--- src/rtl/hwfm_pkg.sv ---
// ---------------------------------------------------------------------------
// hwfm_pkg
// Shared widths, accumulator codes and elaboration-time coefficient
// functions for the windowed FFT magnitude block.
// ---------------------------------------------------------------------------
package hwfm_pkg;

	localparam int FFT_N_DEF   = 64;
	localparam int SAMPLE_BITS = 16;
	localparam int WORK_BITS   = SAMPLE_BITS + 7;
	localparam int MUL_W       = WORK_BITS + 1;
	localparam int PROD_W      = 2 * MUL_W;
	localparam int ACC_W       = PROD_W + 1;
	localparam int ROOT_W      = PROD_W / 2;
	localparam int MAG_W       = 22;
	localparam int BIN_W       = 6;
	localparam int WIN_W       = 16;
	localparam int TW_W        = 17;
	localparam int TW_LOG      = 5;

	// accumulator operations of the shared multiply unit
	localparam logic [1:0] ACC_HOLD = 2'd0;
	localparam logic [1:0] ACC_LOAD = 2'd1;
	localparam logic [1:0] ACC_ADD  = 2'd2;
	localparam logic [1:0] ACC_SUB  = 2'd3;

	localparam longint unsigned PI_Q30  = 64'd3373259426;
	localparam longint unsigned ONE_Q30 = 64'd1 << 30;

	// truncating odd series for sine, angle and result in q30
	function automatic longint unsigned sin_q30(input longint unsigned y);
		longint unsigned y2;
		longint unsigned t;
		y2 = (y * y) >> 30;
		t  = ONE_Q30;
		t  = ONE_Q30 - (((y2 * t) >> 30) / 110);
		t  = ONE_Q30 - (((y2 * t) >> 30) / 72);
		t  = ONE_Q30 - (((y2 * t) >> 30) / 42);
		t  = ONE_Q30 - (((y2 * t) >> 30) / 20);
		t  = ONE_Q30 - (((y2 * t) >> 30) / 6);
		return (y * t) >> 30;
	endfunction

	// hann coefficient: squared sine, rounded to q1.15 and clamped
	function automatic logic [WIN_W-1:0] win_coef(input longint unsigned ang);
		longint unsigned s;
		longint unsigned w;
		s = sin_q30(ang);
		w = (s * s + (64'd1 << 44)) >> 45;
		return (w > 64'd32767) ? WIN_W'(32767) : WIN_W'(w);
	endfunction

	// quarter-wave sine entry in q1.15, 1.0 kept as 32768
	function automatic logic signed [TW_W-1:0] qsin_coef(input longint unsigned ang);
		longint unsigned s;
		s = sin_q30(ang);
		return TW_W'((s + (64'd1 << 14)) >> 15);
	endfunction

endpackage

--- src/rtl/hwfm_mac.sv ---
// ---------------------------------------------------------------------------
// hwfm_mac
// Shared signed multiplier with a registered product and an accumulator
// that loads, adds or subtracts the previous product.
// ---------------------------------------------------------------------------
module hwfm_mac import hwfm_pkg::*; (
	input  logic                     clk,
	input  logic signed [MUL_W-1:0]  op_a,
	input  logic signed [MUL_W-1:0]  op_b,
	input  logic [1:0]               acc_op,
	output logic signed [PROD_W-1:0] prod_s1,
	output logic signed [ACC_W-1:0]  acc_q
);

	logic signed [ACC_W-1:0] prod_ext;

	assign prod_ext = ACC_W'(prod_s1);

	// product register
	always_ff @(posedge clk) begin
		prod_s1 <= op_a * op_b;
	end

	// accumulator on the registered product
	always_ff @(posedge clk) begin
		unique case (acc_op)
			ACC_LOAD: acc_q <= prod_ext;
			ACC_ADD:  acc_q <= acc_q + prod_ext;
			ACC_SUB:  acc_q <= acc_q - prod_ext;
			default:  acc_q <= acc_q;
		endcase
	end

endmodule

--- config.mk ---
export PLATFORM = sky130hd
export DESIGN_NAME = hwfm_mac
export DESIGN_NICKNAME = d
export VERILOG_FILES = /design/src/rtl/hwfm_pkg.sv /design/src/rtl/hwfm_mac.sv
export SDC_FILE = /design/constraint.sdc
export NUM_CORES = 2
export LEC_CHECK = 0
export BUFFER_PORTS_ARGS = -buffer_cell sky130_fd_sc_hd__buf_2
export CAP_MARGIN = 10
export CELL_PAD_IN_SITES_DETAIL_PLACEMENT = 0
export CELL_PAD_IN_SITES_GLOBAL_PLACEMENT = 1
export CORE_MARGIN = 2
export CORE_UTILIZATION = 35
export CTS_CLUSTER_DIAMETER = 100
export DETAILED_ROUTE_END_ITERATION = 7
export HOLD_SLACK_MARGIN = 0.05
export PLACE_DENSITY_LB_ADDON = 0.1
export SYNTH_ARGS = -nofsm -noshare
export SYNTH_HDL_FRONTEND = slang
export SYNTH_SLANG_ARGS = --single-unit
--- constraint.sdc ---
create_clock -name clk -period 13.7 [get_ports clk]
set_input_delay 1.37 -clock clk [delete_from_list [all_inputs] [get_ports clk]]
set_output_delay 1.37 -clock clk [all_outputs]
set_load 0.02 [all_outputs]
==> impl_metrics.ini <==
[run_status]
status = finished, final reports clean

[place]
place_area_sq_um = 29700
dp_hpwl_microns = 68700
portBuffers = 147
gp_congestion = 0.844

[cells_and_area]
fillerInstances = 8115
diodes = 0
drive_above_1_share_pct = 7.32
final_nets = 3950
syn_to_final_growth_pct = 6.65
design_area_sq_um = 30000

[setup_path]
path_max_fanout = 24
cpMostUsedCell = fa_1
cpMaxStageDelayCell = fa_1
cpPeakStageDelay_ps = 620
cp_top_family = adder cells
critical_path_class = primary input to flop
crit_path_end_kind = flop
path_buf_inv = 4
start_kind = primary input
path_cells = buf_2, nand2_1, inv_1, fa_1, fa_1, inv_1, fa_1, fa_1, fa_1, fa_1, fa_1, inv_1, ha_1, a21oi_1, a32o_1, a2111oi_0, o21ai_0, a21boi_1, a21boi_0, xnor2_1
worst_ep_arrival_time_ps = 8900
crit_required_ps = 13950

[timing]
hold_ws_ps = 609
timing.setup.tns_ps = 0
final_max_slew_viol_count = 0
rsz0062_at_grt = false
clock-skew-final_ps = 13.5
period_needed_ps = 8660
min_period_over_period_pct = 63.2
tightest_slew_ps = 883
slew_headroom_pct = 41.2
setup_violations = 0
hold_violations = 0
fmax_mhz = 116

[global_routing]
overflow = 0
grt_usage_pct = 20.7
grt_antenna_before_repair = 0
grt_pass1_vias = 22039
grt_pass1_wl_microns = 132000
grt_max_degree = 74

[logic_synthesis]
ys.warnings.count = 0
synth_nets = 3922
netlist_area_sq_um = 28100
syn_avg_cell_area_sq_um = 9.14
async_flop_share_pct = 0
yosysSeqAreaShare_pct = 8.64
synth_ff_type = edfxtp_1
synth.distinct_cells = 76
synth_edf_count = 49
ys_ff_latch = 97
synth_cells = 3080

[route]
drcViolationCount = 0
num_vias = 20407
wirelength_microns = 83100
viasPerCell = 4.90
wl_per_cell_microns = 20.0
ant_nets = 0
drt_iter0_markers = 1319
drtPass1Iterations = 5

[clocking]
cts_tree = done
numCtsBuffers = 9
cts_resized = 0
postCtsSetupBuffers = 0
holdBufCountCts = 0
clk_latency_ps = 360
clkTransAtPathRegs_ps = 80
cts_buffer_depth = 2
htreeDepth = 3
cts_sinks = 97
root_buffer = clkbuf_16

[die]
coreArea_sq_um = 79300
io-pin-count = 148
die_h_microns = 288
core.rowCount = 103
dieArea_sq_um = 82700
die_w_microns = 288
start_util_pct = 35.5

[worst_hold_path]
hp-class = flop to flop

[run]
cap_violations = 0
[layout by cell type, fill, tap and decap left out, types with 59 or more instances in the layout]
cell type,instances
a21oi_1,122
and2_1,278
buf_2,147
fa_1,608
ha_1,183
inv_1,647
nand2_1,351
nor2_1,90
o21ai_0,59
xnor2_1,83
[worst register-to-register path, delay by kind of cell (launching register included)]
kind                       cells  cell delay [ps]
DFF                            1              390
AOI/OAI and AO/OA              8             2150
xor gates and xnor gates       1              200
and+or+nand+nor                7             2420
adders and majority gates      1              320
[per-layer routing]
| layer | GRT usage, % | wire, microns | up-vias |
|---|---|---|---|
| li1 | - | - | 9491 |
| met1 | 31.9 | 42700 | 10441 |
| met2 | 31.1 | 35200 | 441 |
| met3 | 3.06 | 4430 | 34 |
| met4 | 2.77 | 782 | 0 |
| met5 | 0 | 0 | - |
[cells in the mapped netlist, drive strengths merged, types with 36 or more instances]
cell type | count | area [sq um]
dfxtp | 48 | 961
nand2 | 353 | 1330
and2 | 278 | 1740
xnor2 | 83 | 727
inv | 647 | 2430
a21o | 57 | 428
a21oi | 123 | 619
ha | 183 | 2290
fa | 608 | 12200
nand3 | 36 | 180
o21ai | 60 | 300
clkbuf | 131 | 492
xor2 | 49 | 429
edfxtp | 49 | 1470
nor2 | 90 | 338
[sequential cells by signal, summed over array words and instances (netlist names)]
signal,cells
acc_q,49
prod_s1,48
[cells by family (layout without fill, tap and decap cells)]
| family | Yosys count | in the layout | share of synthesized area, % |
|---|---|---|---|
| AOI/OAI and AO/OA | 362 | 362 | 8.29 |
| xor gates and xnor gates | 132 | 132 | 4.11 |
| adders and majority gates | 791 | 791 | 51.4 |
| buffers and inverters | 784 | 817 | 10.5 |
| DFF | 97 | 97 | 8.64 |
| muxes | 36 | 36 | 1.42 |
| and+or+nand+nor | 878 | 878 | 15.7 |
[worst paths after layout]
| kind | from | to | slack, ps | depth (start not counted) |
|---|---|---|---|---|
| worst max-delay path | op_b[0] | prod_s1[43] | 5040 | 20 |
| worst min-delay path | prod_s1[35] | acc_q[35] | 610 | 2 |
| worst max register to register | prod_s1[19] | acc_q[48] | 7940 | 17 |
| worst min register to register | prod_s1[35] | acc_q[35] | 610 | 2 |
[layout make-up]
cell class                      instances  area (sq um)  share of cell area (%)
Multi-Input combinational cell       2199         22800                    75.9
Sequential cell                        97          2430                    8.10
Inverter                              648          2430                    8.10
Tap cell                             1050          1310                    4.38
Timing Repair Buffer                  153           781                    2.60
Clock buffer                            9           225                   0.750
Clock inverter                          7          65.1                   0.217
[per-stage QoR]
| step | std cells | setup slack (ps) | util [%] |
|---|---|---|---|
| finish | 4163 | 5040 | 37.9 |
| CTS | 4163 | 5030 | 37.9 |
| floorplan | 3080 | 5650 | - |
| global route | 4163 | 4380 | 37.9 |
| detailed placement | 4147 | 4670 | 37.5 |
| global placement | 4147 | 4740 | 37.5 |
Power is left out: the tool's default activity adds up to more than one toggle a clock period on the data nets, which glitch-free logic cannot reach.
