`config.mk`:
```
export PLATFORM = sky130hd
export DESIGN_NAME = hwfm_isqrt
export DESIGN_NICKNAME = d
export VERILOG_FILES = /design/src/rtl/hwfm_pkg.sv /design/src/rtl/hwfm_isqrt.sv
export SDC_FILE = /design/constraint.sdc
export NUM_CORES = 1
export LEC_CHECK = 0
export BUFFER_PORTS_ARGS = -buffer_cell sky130_fd_sc_hd__buf_2
export CAP_MARGIN = 20
export CORE_UTILIZATION = 40
export DETAILED_ROUTE_END_ITERATION = 6
export PLACE_DENSITY_LB_ADDON = 0.2
export SLEW_MARGIN = 15
export SYNTH_ARGS = -nofsm -noshare
export SYNTH_HDL_FRONTEND = slang
export SYNTH_SLANG_ARGS = --single-unit
```
`constraint.sdc`:
```
create_clock -name clk -period 4.89 [get_ports clk]
set_input_delay 0.978 -clock clk [delete_from_list [all_inputs] [get_ports clk]]
set_output_delay 0.978 -clock clk [all_outputs]
set_load 0.05 [all_outputs]
```
`src/rtl/hwfm_pkg.sv`:
```
// ---------------------------------------------------------------------------
// hwfm_pkg
// Shared widths, accumulator codes and elaboration-time coefficient
// functions for the windowed FFT magnitude block.
// ---------------------------------------------------------------------------
package hwfm_pkg;

	localparam int FFT_N_DEF   = 64;
	localparam int SAMPLE_BITS = 16;
	localparam int WORK_BITS   = SAMPLE_BITS + 7;
	localparam int MUL_W       = WORK_BITS + 1;
	localparam int PROD_W      = 2 * MUL_W;
	localparam int ACC_W       = PROD_W + 1;
	localparam int ROOT_W      = PROD_W / 2;
	localparam int MAG_W       = 22;
	localparam int BIN_W       = 6;
	localparam int WIN_W       = 16;
	localparam int TW_W        = 17;
	localparam int TW_LOG      = 5;

	// accumulator operations of the shared multiply unit
	localparam logic [1:0] ACC_HOLD = 2'd0;
	localparam logic [1:0] ACC_LOAD = 2'd1;
	localparam logic [1:0] ACC_ADD  = 2'd2;
	localparam logic [1:0] ACC_SUB  = 2'd3;

	localparam longint unsigned PI_Q30  = 64'd3373259426;
	localparam longint unsigned ONE_Q30 = 64'd1 << 30;

	// truncating odd series for sine, angle and result in q30
	function automatic longint unsigned sin_q30(input longint unsigned y);
		longint unsigned y2;
		longint unsigned t;
		y2 = (y * y) >> 30;
		t  = ONE_Q30;
		t  = ONE_Q30 - (((y2 * t) >> 30) / 110);
		t  = ONE_Q30 - (((y2 * t) >> 30) / 72);
		t  = ONE_Q30 - (((y2 * t) >> 30) / 42);
		t  = ONE_Q30 - (((y2 * t) >> 30) / 20);
		t  = ONE_Q30 - (((y2 * t) >> 30) / 6);
		return (y * t) >> 30;
	endfunction

	// hann coefficient: squared sine, rounded to q1.15 and clamped
	function automatic logic [WIN_W-1:0] win_coef(input longint unsigned ang);
		longint unsigned s;
		longint unsigned w;
		s = sin_q30(ang);
		w = (s * s + (64'd1 << 44)) >> 45;
		return (w > 64'd32767) ? WIN_W'(32767) : WIN_W'(w);
	endfunction

	// quarter-wave sine entry in q1.15, 1.0 kept as 32768
	function automatic logic signed [TW_W-1:0] qsin_coef(input longint unsigned ang);
		longint unsigned s;
		s = sin_q30(ang);
		return TW_W'((s + (64'd1 << 14)) >> 15);
	endfunction

endpackage

```
`src/rtl/hwfm_isqrt.sv`:
```
// ---------------------------------------------------------------------------
// hwfm_isqrt
// Floor integer square root, one root bit per cycle by the restoring
// digit method.
// ---------------------------------------------------------------------------
module hwfm_isqrt import hwfm_pkg::*; (
	input  logic              clk,
	input  logic              arst_n,
	input  logic              start,
	input  logic [PROD_W-1:0] operand,
	output logic              done,
	output logic [ROOT_W-1:0] root
);

	localparam int CNT_W = $clog2(ROOT_W);

	logic              busy_q;
	logic              done_q;
	logic [CNT_W-1:0]  cnt_q;
	logic [PROD_W-1:0] v_q;
	logic [ROOT_W+1:0] rem_q;
	logic [ROOT_W-1:0] root_q;
	logic [ROOT_W+1:0] rem_n;
	logic [ROOT_W+1:0] trial;
	logic              fits;

	// one digit step
	always_comb begin
		rem_n = {rem_q[ROOT_W-1:0], v_q[PROD_W-1 -: 2]};
		trial = {root_q, 2'b01};
		fits  = (rem_n >= trial);
	end

	// control
	always_ff @(posedge clk or negedge arst_n) begin
		if (!arst_n) begin
			busy_q <= 1'b0;
			done_q <= 1'b0;
			cnt_q  <= '0;
		end else begin
			done_q <= 1'b0;
			if (start) begin
				busy_q <= 1'b1;
				cnt_q  <= '0;
			end else if (busy_q) begin
				cnt_q <= cnt_q + 1'b1;
				if (cnt_q == CNT_W'(ROOT_W - 1)) begin
					busy_q <= 1'b0;
					done_q <= 1'b1;
				end
			end
		end
	end

	// datapath
	always_ff @(posedge clk) begin
		if (start) begin
			v_q    <= operand;
			rem_q  <= '0;
			root_q <= '0;
		end else if (busy_q) begin
			v_q    <= {v_q[PROD_W-3:0], 2'b00};
			rem_q  <= fits ? (rem_n - trial) : rem_n;
			root_q <= {root_q[ROOT_W-2:0], fits};
		end
	end

	assign done = done_q;
	assign root = root_q;

endmodule

```
==> implementation parameters <==
Parameter                              Value

Timing
  RSZ-0062 raised after global routing    false
  Setup TNS    0 ns
  Worst relative slew slack    around 36%
  Final number of hold-violating endpoints    0
  Number of slew-limit violations in the final report    0
  Finish-stage setup viols    0
  Final clock skew    ~0.0085 ns
  Smallest setup slack after layout    2.20 ns
  Time the worst path needs with I/O delays and setup    2.69 ns
  Slew of the pin with the lowest slew margin    between 0.9 and 1 ns
  Post-route fraction of the period consumed by the critical path    55.1%
  Minimum hold slack    about 0.44 ns
  Highest clock frequency the design can meet    0.371 GHz

Clocking
  Maximum buffer depth of the clock tree    2
  CTS sink cnt    103
  Number of buffers created by CTS    9
  Clock tree from TritonCTS    yes
  CTS clock-pin slew for the worst setup and hold paths    0.07 ns
  CTS resizes    0
  Buffers inserted during post-CTS setup optimization    0
  Total number of H-tree levels    3
  Clock root buffer    sky130_fd_sc_hd__clkbuf_16
  Clock latency of the later-clocked register in the worst-skew pair    0.36 ns
  Number of buffers inserted by hold repair at cts    0

Routing
  Drt drc    0
  Drt pass-1 iters    4
  WL met2    5220 um
  Via count of the routed design    4,080
  Per-cell via count in the routed design    approximately 5.2
  Routed length on met1    slightly above 5000 um
  Top routing layer in use    met4
  Wirelength, routed    11,200 um
  Sum of met3 wire segment lengths after detailed routing    755 um
  Number of DRC markers after the initial detailed-route iteration    192
  Routed wire length per instance    14.2 um
  Final antenna-violating net count    0

Global route
  Largest net degree at the start of global routing    between 70 and 80
  Vias in the first global route    a little over 4,000
  Total congestion overflow    0
  Wire length of the first global-routing pass    19,500 um
  Antenna violations before repair    0
  Combined global-route utilization of all metal layers    approximately 17%

Layout
  Core utilization of the finished layout    between 40% and 50%
  Antenna diode count    0
  Area delta synth->final    13.8%
  Proportion of layout cells with a drive suffix above 1    24.8%
  Net count reported at finish    687
  Storage element area    about 2600 um^2
  Number of fill cells in the layout    1,315
  Area taken by multi-input logic gates    2740 um^2

Logic synthesis
  Cell area after synthesis    ~5600 um^2
  Mapped Nets    626
  Number of distinct library cells after synthesis    between 50 and 60
  Dominant cells by area after synthesis    sky130_fd_sc_hd__edfxtp_1 26%, sky130_fd_sc_hd__dfxtp_1 17%, sky130_fd_sc_hd__mux2_2 9.7%
  Count of flip-flops with a built-in enable after synthesis    48
  Synthesized area per cell    between 10 and 15 um^2
  Post-Synthesis Cells    548
  Top-area cell type share of the netlist area    25.8%
  Largest area contributor in the synthesized netlist    sky130_fd_sc_hd__edfxtp_1
  Async set-or-reset flop fraction in the synthesized netlist    under 10%
  Dominant register cell in the synthesized netlist    sky130_fd_sc_hd__edfxtp_1
  Yosys warns    0
  Sequential cell area fraction in the yosys report    46.2%
  Seq cells post-synth    approximately 100

Critical path
  Depth of the worst register-to-register path    10
  Arrival time of the worst setup path    2.98 ns
  Crit Path Class    reg -> reg
  Required time of the critical path    5.18 ns
  Crit-path max FO    7
  CP endpoint kind    flop
  Register-to-Register Setup Slack    2.20 ns
  Crit Reg-Reg Endpoint    rem_q[21]
  Sort of element at the start of the critical path    flop
  Origin of the critical flop-to-flop path    root[6]

Power
  Power density relative to cell area    ~530 nW/um^2
  Pleak    around 2.8 nW
  Total power consumption of the routed design    3.35 mW
  Highest ir drop seen on vdd    0.000274 V

Min path
  Path class of the lowest-slack min-delay path    in -> async

Placed design
  Post-placement setup slack    2.13 ns
  Final weighted congestion in routability-driven placement    0.857
  Dpl hpwl    7840 um
  PortBufs    75

Run status
  Run status    complete, no violations

Die
  IO Count    76
  Vertical die dimension    120 um
  Standard-cell rows    42
  Die width    120 um
  Initial core utilization    41.6%
  Die Footprint    14,400 um^2
  Core region area    13,400 um^2

Flow run
  Maximum capacitance violations    0
## cell usage after synthesis, types with 4 or more instances
cell type and n:
sky130_fd_sc_hd__o21a_1 6, sky130_fd_sc_hd__ha_1 27, sky130_fd_sc_hd__or3_1 5, sky130_fd_sc_hd__mux2_2 48
sky130_fd_sc_hd__xnor2_1 9, sky130_fd_sc_hd__clkbuf_1 18, sky130_fd_sc_hd__o31ai_1 4, sky130_fd_sc_hd__a311oi_1 16
sky130_fd_sc_hd__o21ai_0 15, sky130_fd_sc_hd__edfxtp_1 48, sky130_fd_sc_hd__dfrtp_1 7, sky130_fd_sc_hd__o21bai_1 6
sky130_fd_sc_hd__mux2i_1 25, sky130_fd_sc_hd__nand4_1 6, sky130_fd_sc_hd__nor2_1 64, sky130_fd_sc_hd__a21oi_1 16
sky130_fd_sc_hd__nand3_1 10, sky130_fd_sc_hd__nand2_1 51, sky130_fd_sc_hd__nor3_1 8, sky130_fd_sc_hd__inv_1 35
sky130_fd_sc_hd__a21o_1 12, sky130_fd_sc_hd__dfxtp_1 48, sky130_fd_sc_hd__a211o_1 5, sky130_fd_sc_hd__xor2_1 8
## layer usage
metal,GRT usage [%],vias up
met3,5.94,15
li1,-,2088
met4,6.09,0
met5,0,-
met2,27.1,78
met1,21.3,1899
## worst max-delay path by stage
stage                     startpoint         to  slack [ns]  cells past startpoint
after floorplan                start     v_q[0]        1.95                      4
after global placement         start    v_q[31]        2.17                      3
after detailed placement       start    v_q[21]        2.13                      3
after CTS                    root[9]   rem_q[6]        2.17                     10
after global routing         root[9]  rem_q[21]        1.90                     10
final                        root[6]  rem_q[21]        2.20                     10
## final cells by class
type	count	area share (%)
clock inverter	5	0.690
multi-input combinational	381	43.1
tap	176	3.47
sequential	103	40.6
inverter	36	2.13
clock buffer	11	3.67
timing repair buffer	78	6.31
## state kept, by name, summed over array words and instances (netlist names)
signal	count
rem_q	24
busy_q	1
done	1
cnt_q	5
v_q	48
root	24
## cell families (layout without fill, tap and decap cells)
logic type | after synthesis | in the layout | share of synthesized area [%]
buffers and inverters | 64 | 130 | 4.71
AND/OR/NAND/NOR | 159 | 159 | 12.4
flip-flops | 103 | 103 | 46.2
XOR/XNOR | 17 | 17 | 2.67
multiplexers | 73 | 73 | 14.2
AO/OA/AOI/OAI | 105 | 105 | 13.8
adder cells (fa/ha/maj) | 27 | 27 | 6.06
## critical path: stages, from the launching register on
cell	delay, ns
sky130_fd_sc_hd__dfxtp_1	0.38
sky130_fd_sc_hd__inv_1	0.07
sky130_fd_sc_hd__ha_1	0.38
sky130_fd_sc_hd__a21o_1	0.18
sky130_fd_sc_hd__a21o_1	0.19
sky130_fd_sc_hd__o2bb2ai_1	0.14
sky130_fd_sc_hd__a211oi_1	0.33
sky130_fd_sc_hd__nor2_1	0.13
sky130_fd_sc_hd__a41oi_1	0.31
sky130_fd_sc_hd__mux2_2	0.38
sky130_fd_sc_hd__a41oi_2	0.14
## where the power goes
group | total, mW | internal (mW) | switching [mW]
logic | 1.56 | 0.682 | 0.881
registers | 1.11 | 1.03 | 0.0762
clock network | 0.677 | 0.352 | 0.325
total | 3.35 | 2.06 | 1.28
## layout by cell type (no fill, tap or decap), types with 15 or more instances in the layout
cell,synthesis,final
sky130_fd_sc_hd__inv_1,35,34
sky130_fd_sc_hd__dfxtp_1,48,48
sky130_fd_sc_hd__a311oi_1,16,16
sky130_fd_sc_hd__a21oi_1,16,16
sky130_fd_sc_hd__nand2_1,51,51
sky130_fd_sc_hd__ha_1,27,27
sky130_fd_sc_hd__nor2_1,64,64
sky130_fd_sc_hd__edfxtp_1,48,48
sky130_fd_sc_hd__mux2_2,48,48
sky130_fd_sc_hd__buf_2,3,74
sky130_fd_sc_hd__mux2i_1,25,25
sky130_fd_sc_hd__o21ai_0,15,15
## per-stage QoR
| step | cells | area, um^2 |
|---|---|---|
| after floorplan | 548 | 5580 |
| after global placement | 774 | 6070 |
| after detailed placement | 774 | 6070 |
| after CTS | 790 | 6350 |
| after global routing | 790 | 6350 |
| final | 790 | 6350 |
(Power assumes the default switching activity.)
